===== src/sv/sdtt_pkg.sv =====
// ============================================================================
// sdtt_pkg
// Shared types and constants of the step/direction target tracker.
// ============================================================================
package sdtt_pkg;

  // Result status codes.
  typedef enum logic [2:0] {
    ST_OK        = 3'd0,
    ST_INTERVAL  = 3'd1,
    ST_AMBIGUOUS = 3'd2,
    ST_RATE      = 3'd3,
    ST_SATURATED = 3'd4
  } status_t;

  // Result event codes.
  typedef enum logic [1:0] {
    EV_NONE     = 2'd0,
    EV_ENABLED  = 2'd1,
    EV_DISABLED = 2'd2,
    EV_UPDATED  = 2'd3
  } event_t;

  // Register indexes on the configuration port.
  localparam logic [1:0] REG_STEPS_PER_REV = 2'd0;
  localparam logic [1:0] REG_MAX_INTERVAL  = 2'd1;
  localparam logic [1:0] REG_MAX_RATE      = 2'd2;

  // Register reset values.
  localparam logic [15:0] STEPS_PER_REV_RST = 16'd3200;
  localparam logic [31:0] MAX_INTERVAL_RST  = 32'd100000;
  localparam logic [21:0] MAX_RATE_RST      = 22'd200000;

  // Microseconds per second, used by the plausibility check.
  localparam logic [19:0] US_PER_S = 20'd1000000;

  // Saturation limits of the 32-bit target.
  localparam logic [31:0] TARGET_MAX = 32'h7FFF_FFFF;
  localparam logic [31:0] TARGET_MIN = 32'h8000_0000;

  // Ambiguous wrapped step delta.
  localparam logic [31:0] DELTA_HALF = 32'h8000_0000;

  // How a word is closed out.
  typedef enum logic [1:0] {
    FIN_NONE   = 2'd0,
    FIN_RESYNC = 2'd1,
    FIN_REJECT = 2'd2,
    FIN_UPDATE = 2'd3
  } fin_t;

  // Commands from the controller to the datapath.
  typedef struct packed {
    logic load;       // capture the input word
    logic diff;       // register elapsed time and raw step delta
    logic mul;        // register magnitude and rate products
    logic div_start;  // load the divider
    logic div_step;   // one quotient bit
    fin_t fin;        // close out the word and load the output register
  } cmd_t;

  // Status from the datapath to the controller.
  typedef struct packed {
    logic resync;     // seeding, enable edge or disabled sample
    logic reject;     // interval, ambiguity or rate check failed
    logic div_done;   // all quotient bits produced
    logic out_free;   // output register can take a word this cycle
  } stat_t;

endpackage


===== src/sv/step_dir_target_tracker_top.sv =====
// ============================================================================
// step_dir_target_tracker_top
// Step/direction target tracker: follows a wrapping step counter and keeps a
// signed fixed-point target position in revolutions.
// ============================================================================
// Each input word carries a wrapping 32-bit step count, the drive enable
// level, a wrapping microsecond timestamp and the measured position, and
// produces exactly one result word. The first word seeds the state; an
// enable edge or any word taken while disabled resyncs the target to the
// measured position and reports the event. While enabled, a word is
// rejected with state unchanged when the elapsed time is zero or beyond
// max_interval_us, when the wrapped delta is exactly half the counter range,
// or when (|delta|-1) * 10^6 exceeds max_rate_steps_per_s * elapsed;
// otherwise the target moves by trunc(delta * 2^FRAC_BITS / steps_per_rev)
// and saturates, flagged, at the 32-bit limits. The block handles one word
// at a time. A resync or rejected word closes out from the check state,
// after the difference and product registers; an update first passes the
// restoring divider (one quotient bit per cycle) and closes out from the
// apply state. A word meeting a stalled output waits in its final state
// until the output register frees up. Configuration must be written through
// cfg_we, cfg_index and cfg_data while the block is idle (not enforced).
module step_dir_target_tracker_top #(
  parameter int FRAC_BITS = 16
) (
  input  logic               clk,
  input  logic               rst,
  input  logic               cfg_we,
  input  logic [1:0]         cfg_index,
  input  logic [31:0]        cfg_data,
  input  logic               in_valid,
  output logic               in_stall,
  input  logic signed [31:0] step_count,
  input  logic               enable,
  input  logic [31:0]        time_us,
  input  logic signed [31:0] present_position,
  output logic               out_valid,
  input  logic               out_stall,
  output logic [2:0]         status,
  output logic [1:0]         event_res,
  output logic signed [31:0] target_position,
  output logic signed [31:0] step_delta
);
  import sdtt_pkg::*;

  cmd_t  cmd;
  stat_t st;

  // The controller sequences each word through the datapath.
  sdtt_ctrl u_ctrl (
    .clk      (clk),
    .rst      (rst),
    .in_valid (in_valid),
    .in_stall (in_stall),
    .st       (st),
    .cmd      (cmd)
  );

  // The datapath holds configuration, tracking state and the result register.
  sdtt_dp #(
    .FRAC_BITS (FRAC_BITS)
  ) u_dp (
    .clk              (clk),
    .rst              (rst),
    .cfg_we           (cfg_we),
    .cfg_index        (cfg_index),
    .cfg_data         (cfg_data),
    .step_count       (step_count),
    .enable           (enable),
    .time_us          (time_us),
    .present_position (present_position),
    .cmd              (cmd),
    .st               (st),
    .out_valid        (out_valid),
    .out_stall        (out_stall),
    .status           (status),
    .event_res        (event_res),
    .target_position  (target_position),
    .step_delta       (step_delta)
  );

  // An accepted word keeps the input stalled in the following cycle.
  a_busy_after_accept: assert property (@(posedge clk) disable iff (rst)
    (in_valid && !in_stall) |=> in_stall)
    else $error("input not stalled after an accepted word");

  // A word is never closed out over a pending result.
  a_no_overwrite: assert property (@(posedge clk) disable iff (rst)
    (cmd.fin != FIN_NONE) |-> st.out_free)
    else $error("result register overwritten while stalled");

  // Only an update reports a nonzero step delta.
  a_delta_only_on_update: assert property (@(posedge clk) disable iff (rst)
    (out_valid && event_res != EV_UPDATED) |-> (step_delta == 32'sd0))
    else $error("step delta reported without an update");

  // Saturation can only come with an actual target update.
  a_sat_on_update: assert property (@(posedge clk) disable iff (rst)
    (out_valid && status == ST_SATURATED) |-> (event_res == EV_UPDATED))
    else $error("saturation reported without an update");

endmodule


===== src/sv/sdtt_ctrl.sv =====
// ============================================================================
// sdtt_ctrl
// Sequencer of the target tracker: accept, classify, divide, close out.
// ============================================================================
module sdtt_ctrl (
  input  logic            clk,
  input  logic            rst,
  input  logic            in_valid,
  output logic            in_stall,
  input  sdtt_pkg::stat_t st,
  output sdtt_pkg::cmd_t  cmd
);
  import sdtt_pkg::*;

  typedef enum logic [2:0] {
    S_IDLE,
    S_DIFF,
    S_MUL,
    S_CHECK,
    S_DIV,
    S_APPLY
  } state_t;

  state_t state;
  state_t state_next;

  assign in_stall = (state != S_IDLE);

  always_comb begin
    state_next = state;
    cmd        = '0;
    cmd.fin    = FIN_NONE;
    unique case (state)
      S_IDLE: begin
        if (in_valid) begin
          cmd.load   = 1'b1;
          state_next = S_DIFF;
        end
      end
      S_DIFF: begin
        cmd.diff   = 1'b1;
        state_next = S_MUL;
      end
      S_MUL: begin
        cmd.mul    = 1'b1;
        state_next = S_CHECK;
      end
      S_CHECK: begin
        // Resync and rejection close out here once the output is free.
        if (st.resync) begin
          if (st.out_free) begin
            cmd.fin    = FIN_RESYNC;
            state_next = S_IDLE;
          end
        end else if (st.reject) begin
          if (st.out_free) begin
            cmd.fin    = FIN_REJECT;
            state_next = S_IDLE;
          end
        end else begin
          cmd.div_start = 1'b1;
          state_next    = S_DIV;
        end
      end
      S_DIV: begin
        if (st.div_done) begin
          state_next = S_APPLY;
        end else begin
          cmd.div_step = 1'b1;
        end
      end
      S_APPLY: begin
        if (st.out_free) begin
          cmd.fin    = FIN_UPDATE;
          state_next = S_IDLE;
        end
      end
      default: state_next = S_IDLE;
    endcase
  end

  always_ff @(posedge clk) begin
    if (rst) begin
      state <= S_IDLE;
    end else begin
      state <= state_next;
    end
  end

endmodule


===== src/sv/sdtt_dp.sv =====
// ============================================================================
// sdtt_dp
// Datapath of the target tracker: configuration, tracking state, checks,
// restoring divider and saturating target update.
// ============================================================================
module sdtt_dp #(
  parameter int FRAC_BITS = 16
) (
  input  logic                  clk,
  input  logic                  rst,
  input  logic                  cfg_we,
  input  logic [1:0]            cfg_index,
  input  logic [31:0]           cfg_data,
  input  logic signed [31:0]    step_count,
  input  logic                  enable,
  input  logic [31:0]           time_us,
  input  logic signed [31:0]    present_position,
  input  sdtt_pkg::cmd_t        cmd,
  output sdtt_pkg::stat_t       st,
  output logic                  out_valid,
  input  logic                  out_stall,
  output logic [2:0]            status,
  output logic [1:0]            event_res,
  output logic signed [31:0]    target_position,
  output logic signed [31:0]    step_delta
);
  import sdtt_pkg::*;

  // The delta magnitude never exceeds 2^31-1 once accepted.
  localparam int MAG_W = 31;
  localparam int DW    = MAG_W + FRAC_BITS;
  localparam int CNT_W = $clog2(DW + 1);
  localparam int SUM_W = DW + 2;

  // Configuration.
  logic [15:0] steps_per_rev;
  logic [31:0] max_interval_us;
  logic [21:0] max_rate_steps_per_s;

  // Tracking state.
  logic [31:0] prev_step_count;
  logic [31:0] prev_time;
  logic [31:0] target;
  logic        enabled_flag;
  logic        seeded;

  // Captured word.
  logic [31:0] cap_count;
  logic        cap_en;
  logic [31:0] cap_now;
  logic [31:0] cap_pos;

  // Check pipeline.
  logic [31:0]      elapsed;
  logic [31:0]      raw;
  logic [MAG_W-1:0] mag;
  logic             mag_nz;
  logic [50:0]      prod_a;
  logic [53:0]      prod_b;

  // Divider.
  logic [15:0]      divisor;
  logic [15:0]      rem;
  logic [DW-1:0]    quo;
  logic [CNT_W-1:0] div_cnt;

  // Output register.
  status_t     status_r;
  event_t      event_r;
  logic [31:0] target_r;
  logic [31:0] delta_r;

  logic             interval_bad;
  logic             ambiguous;
  logic             rate_bad;
  logic [31:0]      mag_m1;
  logic [31:0]      mag_full;
  logic [16:0]      rem_sh;
  logic             rem_ge;
  logic [16:0]      rem_sub;
  logic [SUM_W-1:0] sum;
  logic [SUM_W-32:0] sum_hi;
  logic             sat;
  logic [31:0]      sum_clamped;
  status_t          reject_code;
  event_t           resync_event;

  // Classification, read in the check cycle.
  assign interval_bad = (elapsed == 32'd0) || (elapsed > max_interval_us);
  assign ambiguous    = (raw == DELTA_HALF);
  assign rate_bad     = mag_nz && (prod_a > 51'(prod_b) || prod_b[53:51] != 3'd0 ? 
                        ({3'd0, prod_a} > prod_b) : 1'b0);

  assign st.resync   = !seeded || (cap_en != enabled_flag) || !cap_en;
  assign st.reject   = interval_bad || ambiguous || rate_bad;
  assign st.div_done = (div_cnt == '0);
  assign st.out_free = !out_valid || !out_stall;

  always_comb begin
    if (interval_bad) begin
      reject_code = ST_INTERVAL;
    end else if (ambiguous) begin
      reject_code = ST_AMBIGUOUS;
    end else begin
      reject_code = ST_RATE;
    end
    if (!seeded) begin
      resync_event = cap_en ? EV_ENABLED : EV_NONE;
    end else if (cap_en != enabled_flag) begin
      resync_event = cap_en ? EV_ENABLED : EV_DISABLED;
    end else begin
      resync_event = EV_NONE;
    end
  end

  // |delta| - 1 is ~raw for a negative delta and raw - 1 otherwise.
  assign mag_m1   = raw[31] ? ~raw : (raw - 32'd1);
  assign mag_full = raw[31] ? (32'd0 - raw) : raw;

  // One restoring division step.
  assign rem_sh  = {rem, quo[DW-1]};
  assign rem_ge  = (rem_sh >= {1'b0, divisor});
  assign rem_sub = rem_sh - {1'b0, divisor};

  // Saturating target update.
  assign sum = raw[31] ? ({{(SUM_W-32){target[31]}}, target} - {2'b00, quo})
                       : ({{(SUM_W-32){target[31]}}, target} + {2'b00, quo});
  assign sum_hi      = sum[SUM_W-1:31];
  assign sat         = !((&sum_hi) || !(|sum_hi));
  assign sum_clamped = sat ? (sum[SUM_W-1] ? TARGET_MIN : TARGET_MAX) : sum[31:0];

  // Configuration registers; writes beyond the list are ignored.
  always_ff @(posedge clk) begin
    if (rst) begin
      steps_per_rev        <= STEPS_PER_REV_RST;
      max_interval_us      <= MAX_INTERVAL_RST;
      max_rate_steps_per_s <= MAX_RATE_RST;
    end else if (cfg_we) begin
      unique case (cfg_index)
        REG_STEPS_PER_REV: steps_per_rev        <= cfg_data[15:0];
        REG_MAX_INTERVAL:  max_interval_us      <= cfg_data;
        REG_MAX_RATE:      max_rate_steps_per_s <= cfg_data[21:0];
        default: ;
      endcase
    end
  end

  // Tracking state and output valid.
  always_ff @(posedge clk) begin
    if (rst) begin
      prev_step_count <= '0;
      prev_time       <= '0;
      target          <= '0;
      enabled_flag    <= 1'b0;
      seeded          <= 1'b0;
      out_valid       <= 1'b0;
    end else begin
      unique case (cmd.fin)
        FIN_RESYNC: begin
          prev_step_count <= cap_count;
          prev_time       <= cap_now;
          target          <= cap_pos;
          enabled_flag    <= cap_en;
          seeded          <= 1'b1;
        end
        FIN_UPDATE: begin
          prev_step_count <= cap_count;
          prev_time       <= cap_now;
          target          <= sum_clamped;
        end
        default: ;
      endcase
      if (cmd.fin != FIN_NONE) begin
        out_valid <= 1'b1;
      end else if (!out_stall) begin
        out_valid <= 1'b0;
      end
    end
  end

  // Payload registers.
  always_ff @(posedge clk) begin
    if (cmd.load) begin
      cap_count <= step_count;
      cap_en    <= enable;
      cap_now   <= time_us;
      cap_pos   <= present_position;
    end
    if (cmd.diff) begin
      elapsed <= cap_now - prev_time;
      raw     <= cap_count - prev_step_count;
    end
    if (cmd.mul) begin
      mag    <= mag_full[MAG_W-1:0];
      mag_nz <= (raw != 32'd0);
      prod_a <= {20'd0, mag_m1[30:0]} * {31'd0, US_PER_S};
      prod_b <= {32'd0, max_rate_steps_per_s} * {22'd0, elapsed};
    end
    if (cmd.div_start) begin
      divisor <= (steps_per_rev == 16'd0) ? 16'd1 : steps_per_rev;
      rem     <= '0;
      quo     <= {mag, {FRAC_BITS{1'b0}}};
      div_cnt <= CNT_W'(DW);
    end else if (cmd.div_step) begin
      rem     <= rem_ge ? rem_sub[15:0] : rem_sh[15:0];
      quo     <= {quo[DW-2:0], rem_ge};
      div_cnt <= div_cnt - CNT_W'(1);
    end
    unique case (cmd.fin)
      FIN_RESYNC: begin
        status_r <= ST_OK;
        event_r  <= resync_event;
        target_r <= cap_pos;
        delta_r  <= '0;
      end
      FIN_REJECT: begin
        status_r <= reject_code;
        event_r  <= EV_NONE;
        target_r <= target;
        delta_r  <= '0;
      end
      FIN_UPDATE: begin
        status_r <= sat ? ST_SATURATED : ST_OK;
        event_r  <= (raw != 32'd0) ? EV_UPDATED : EV_NONE;
        target_r <= sum_clamped;
        delta_r  <= raw;
      end
      default: ;
    endcase
  end

  assign status          = status_r;
  assign event_res       = event_r;
  assign target_position = target_r;
  assign step_delta      = delta_r;

endmodule

===== config.mk =====
export PLATFORM = sky130hd
export DESIGN_NAME = step_dir_target_tracker_top
export DESIGN_NICKNAME = d
export VERILOG_FILES = /design/src/sv/sdtt_pkg.sv /design/src/sv/step_dir_target_tracker_top.sv /design/src/sv/sdtt_ctrl.sv /design/src/sv/sdtt_dp.sv
export SDC_FILE = /design/constraint.sdc
export NUM_CORES = 2
export LEC_CHECK = 0
export BUFFER_PORTS_ARGS = -buffer_cell sky130_fd_sc_hd__buf_2
export CAP_MARGIN = 20
export CELL_PAD_IN_SITES_DETAIL_PLACEMENT = 0
export CELL_PAD_IN_SITES_GLOBAL_PLACEMENT = 1
export CORE_UTILIZATION = 25
export DETAILED_ROUTE_END_ITERATION = 7
export HOLD_SLACK_MARGIN = 0.08
export PLACE_DENSITY_LB_ADDON = 0.05
export SETUP_SLACK_MARGIN = 0.1
export SLEW_MARGIN = 0
export SYNTH_ARGS = -nofsm -noshare
export SYNTH_HDL_FRONTEND = slang
export SYNTH_SLANG_ARGS = --single-unit

===== constraint.sdc =====
create_clock -name clk -period 20 [get_ports clk]
set_clock_uncertainty 0.2 [all_clocks]
set_input_delay 1 -clock clk [delete_from_list [all_inputs] [get_ports clk]]
set_output_delay 1 -clock clk [all_outputs]
set_load 0.01 [all_outputs]

# [Yosys cells after proc, flatten, opt, wreduce, memory -nomap -nowiden]
# Cells that the tools add are included.
[word_totals] reg_bits=618 inputBits=136
[op_classes] add_sub_neg=8 mul=2 magnitude_cmp=4 eq_ne=15 mux=45 bitwise_logic=1 reduce_logical=35
[ops] operator="$pmux 32 s2" count=2
[ops] operator="$pmux 32 s3" count=1
[ops] operator="$mux 47" count=2
[ops] operator="$mux 32" count=2
[ops] operator="$sub 32x32->32" count=2
[ops] operator="$mux 31" count=2
[ops] operator="$gt 51x54->1" count=1
[ops] operator="$mul 22x32->54" count=1
[ops] operator="$gt 51x51->1" count=1
[ops] operator="$add 32x48->49" count=1
[ops] operator="$mux 49" count=1
[ops] operator="$sub 32x48->49" count=1
[ops] operator="$mul 31x14->45 const B" count=1
[ops] operator="$eq 32x32->1 const B" count=1
[ops] operator="$gt 32x32->1" count=1
[ops] operator="$logic_not 32->1" count=1
[ops] operator="$reduce_bool 32->1" count=1
[ops] operator="$not 31->31" count=1
[ops] operator="$sub 1x31->31 const A" count=1
[ops] operator="$sub 31x1->31 const B" count=1
[ops] operator="$mux 3" count=7
[ops] operator="$pmux 3 s6" count=1
[ops] operator="$reduce_and 18->1" count=1
[ops] operator="$reduce_or 18->1" count=1
[ops] operator="28 further kinds" count=75

# [Logic depth before layout (Yosys ltp)]
[logic_depth] word_depth=11 depth_mapped=33 mapped_depth_nobuf=32

# [By module]
# Synthesis repeated with hierarchy kept, for this count alone.
[unflattened] cells_unflattened=6512 hier_area_um2=61215.0
[modules_own_cells] module="sdtt_dp" n_inst=1 cells_each=6479 area_per_inst_um2=60962.2 seq_area_each_um2=16395.7
[modules_own_cells] module="sdtt_ctrl" n_inst=1 cells_each=33 area_per_inst_um2=252.7 seq_area_each_um2=60.1

# [Worst setup path after synthesis]
# No wires, ideal clock.
[synth_path] kind="register to register" start="register u_dp.raw[0]" end="register u_dp.prod_a[49], data pin" t_arrival_ns=7.940 t_required_ns=19.535 path_slack_ns=11.594 path_stages_with_launch=34 path_buffers=1 cell_sequence="edfxtp_1 inv_1 ha_1 inv_1 or3_1 or3_1 or3_1 nor3_1 nor2_1 xnor2_1 xnor2_1 ha_1 a21o_1 fa_1 fa_1 inv_1 fa_1 inv_1 ha_1 fa_1 ha_1 clkbuf_1 a21oi_1 o21bai_1 a21o_1 a21o_1 a21o_1 a21oi_1 o211a_1 a21oi_1 a21oi_1 o21a_1 and4b_1 or3_1"
[synth_via] elab_chain_len=3 word_cells_on_any_way=4
[synth_lines] item="start: declaration" line_no="sdtt_dp.sv:55" rtl="logic [31:0] raw;"
[synth_lines] item="start signal: assignment" line_no="sdtt_dp.sv:191" rtl="raw <= cap_count - prev_step_count;"
[synth_lines] item="$sub 31x1->31 or $not 31->31 (tied branches)" line_no="sdtt_dp.sv:117" rtl="assign mag_m1 = raw[31] ? ~raw : (raw - 32'd1);"
[synth_lines] item="$mux 31 *" line_no="sdtt_dp.sv:117"
[synth_lines] item="$mul 31x14->45 *" line_no="sdtt_dp.sv:196" rtl="prod_a <= {20'd0, mag_m1[30:0]} * {31'd0, US_PER_S};"
[synth_lines] item="end signal: assignment" line_no="sdtt_dp.sv:196"
[synth_lines] item="end: declaration" line_no="sdtt_dp.sv:58" rtl="logic [50:0] prod_a;"
# Every way passes the cells marked *; elsewhere a longest branch is shown, timed or not.
# A chain may end at the register's enable or synchronous reset.

# [Final worst setup path]
[layout_path] start="register u_dp.raw[0]" end="register u_dp.prod_a[50], data pin"
# Same word-level chain as after synthesis.

==> impl_metrics.tcl <==
set metrics [dict create \
    clock-root-buffer "clkbuf_16" \
    worstSetupStartpointType "register" \
    wl_mm 212 \
    rsz0062_at_grt "no" \
    status "finished, final reports clean" \
    crit_buf_inv 5 \
    power.total_uw 13800 \
    drcViolationCount 0 \
    place_hpwl_mm 160 \
    place_inst 9782 \
    grt_max_degree 98 \
    final_cell_mix "nand2_1, inv_1, fa_1" \
    finalHoldViolCount 0 \
    core_um2 244000 \
    setup_violations 0 \
    cts_max_level 3 \
    synth_cell_types 82 \
    die_width_um 498 \
    finalMaxSlewViolations 0 \
    power.density_nw_per_um2 200 \
    grt.overflow.total 0 \
    cts_tree "built" \
    via_per_inst 4.57 \
    std_cell_rows 181 \
    clk_latency_ps 760 \
    grt_pass1_vias 48352 \
    synth.area.top_cells "fa_1, edfxtp_1, ha_1" \
    first_iter_violations 2114 \
    end_kind "register" \
    cts_sinks 618 \
    cts_buffers 86 \
    wire_per_inst_um 21.3 \
    syn_inst 6572 \
    ys_ff_latch 618 \
    path_clk_slew_ps 60 \
    nets 8053 \
    synth_edf_count 408 \
    layout.cells.most_common "nand2_1" \
    portBuffers 206 \
    yosysTopAreaCell "fa_1" \
    fin_setup_tns_ps 0 \
    path_class "reg -> reg" \
    dr.pass1.iters 6 \
    ant_nets 0 \
    critPathMaxStageDelay_ps 620 \
    fin_cells 9954 \
    leakagePower_uw 0.0304 \
    start_util 0.252 \
    tightest_slew_ps 1240 \
    fin_ws_ps 10720 \
    timing.slew.headroom 0.164 \
    flow.area_growth_from_synthesis_pct 12.5 \
    cts_hold_buffers 0 \
    place_ws_ps 10450 \
    drive_gt1_frac 0.0792 \
    cp.required_ps 20260 \
    post_cts_buffers 0 \
    post-route-period-util 0.464 \
    die-area_um2 248000 \
    grt_pass1_wl_mm 319 \
    gp_congestion 0.787 \
    path_common_cell "inv_1" \
    fmax_ghz 0.108 \
    post_cts_resized 0 \
    yosysWarnings 0 \
    ios 207 \
    antenna_found_initial 24 \
    synth_top_area_frac 0.235 \
    slowest_stage "xor2_1" \
    clockBufferDepth 3 \
    yosysSeqAreaShare 0.268 \
    synth_nets 7954 \
    hold_path_class "in -> reg" \
    vias 45488 \
    period_needed_ps 9280 \
    critPathMaxFanout 6 \
    peakVddDrop_mv 0.238 \
    fin_util 0.284 \
    ys.flop_type "edfxtp_1" \
    gr-usage-all-layers 0.172 \
    avgSynthCellArea_um2 9.35 \
    syn_area_um2 61400 \
    die_y_um 498 \
    crit_arrival_ps 9540 \
    critPathTopFamily "adder cells" \
    drv_cap 0 \
    async_flop_share 0 \
]
==> where the power goes <==
group / internal [uW] / leakage, uW / switching, uW / total [uW]
Clock: 934 / 0.00140 / 679 / 1610
Combinational: 4240 / 0.0234 / 5880 / 10100
Sequential: 2010 / 0.00554 / 77.0 / 2090
==> state kept, by name (all words and copies together) (netlist names), 16 cells and up <==
| name | count |
|---|---|
| u_dp.cap_count | 32 |
| u_dp.max_rate_steps_per_s | 22 |
| u_dp.elapsed | 32 |
| u_dp.raw | 32 |
| u_dp.mag | 31 |
| u_dp.prod_a | 45 |
| u_dp.prev_step_count | 32 |
| u_dp.steps_per_rev | 16 |
| u_dp.target | 32 |
| u_dp.prev_time | 32 |
| u_dp.divisor | 16 |
| u_dp.cap_now | 32 |
| u_dp.prod_b | 54 |
| u_dp.max_interval_us | 32 |
| u_dp.cap_pos | 32 |
| u_dp.step_delta | 32 |
| u_dp.target_position | 32 |
| u_dp.quo | 47 |
| u_dp.rem | 16 |
==> worst paths after layout <==
kind	from	to	slack, ps	depth (start not counted)
worst min register to register	u_dp.prev_step_count[19]$_SDFFE_PP0P_	u_dp.prev_step_count[19]$_SDFFE_PP0P_	250	2
worst max-delay path	u_dp.raw[0]$_DFFE_PP_	u_dp.prod_a[50]$_DFFE_PP_	10720	29
worst min-delay path	present_position[18]	u_dp.cap_pos[18]$_DFFE_PP_	240	1
worst max register to register	u_dp.raw[0]$_DFFE_PP_	u_dp.prod_a[50]$_DFFE_PP_	10720	29
==> final cells by class <==
class                           count  area, um2
Multi-Input combinational cell   4606      40000
Inverter                         1051       3950
Timing Repair Buffer              308       1830
Tap cell                         3202       4010
Sequential cell                   618      16500
Clock inverter                     53        583
Fill cell                       25911     175000
Clock buffer                      108       2280
Antenna cell                        8       20.0
==> cells by family (layout without fill, tap and decap cells) <==
| logic type | Yosys count | after routing | share of synthesized area |
|---|---|---|---|
| and+or+nand+nor | 1982 | 1982 | 0.148 |
| buffers and inverters | 1348 | 1520 | 0.0827 |
| adders and majority gates | 1246 | 1246 | 0.342 |
| AOI/OAI and AO/OA | 1056 | 1056 | 0.112 |
| DFF | 618 | 618 | 0.268 |
| xor gates and xnor gates | 309 | 309 | 0.0444 |
| muxes | 13 | 13 | 0.00220 |
| other | 0 | 8 | 0 |
==> layer usage <==
layer	track usage	wire (um)	vias to the layer above
met4	0.0407	4670	2
met5	0	13	-
met1	0.232	98500	22974
met2	0.290	102000	647
met3	0.0220	6840	173
li1	-	-	21692
==> synth_stat cells, types with 24 or more instances <==
| master | n |
|---|---|
| nor2_1 | 242 |
| nand2b_1 | 42 |
| nor2b_1 | 63 |
| xor2_1 | 69 |
| ha_1 | 524 |
| or2_2 | 24 |
| edfxtp_1 | 408 |
| o21a_1 | 28 |
| inv_1 | 1049 |
| a22oi_1 | 33 |
| or3_1 | 27 |
| a221oi_1 | 40 |
| nand3_1 | 59 |
| nand2_1 | 1059 |
| a21o_1 | 140 |
| dfxtp_1 | 210 |
| nor4_1 | 40 |
| nand4_1 | 41 |
| fa_1 | 722 |
| a31o_2 | 33 |
| a21oi_1 | 367 |
| xnor2_1 | 239 |
| o21bai_1 | 27 |
| and2_1 | 209 |
| a211oi_1 | 32 |
| clkbuf_1 | 265 |
| o211ai_1 | 43 |
| nor3_1 | 85 |
| o21ai_0 | 136 |
| a22o_1 | 24 |
==> per-stage QoR <==
| step | hold slack (ps) | cell area, um2 |
|---|---|---|
| global placement | 242 | 66200 |
| CTS | 143 | 69100 |
| global route | 181 | 69100 |
| detailed placement | 247 | 66200 |
| floorplan | 236 | 61400 |
| finish | 237 | 69100 |
No activity file was read; power rests on OpenSTA's default activity.
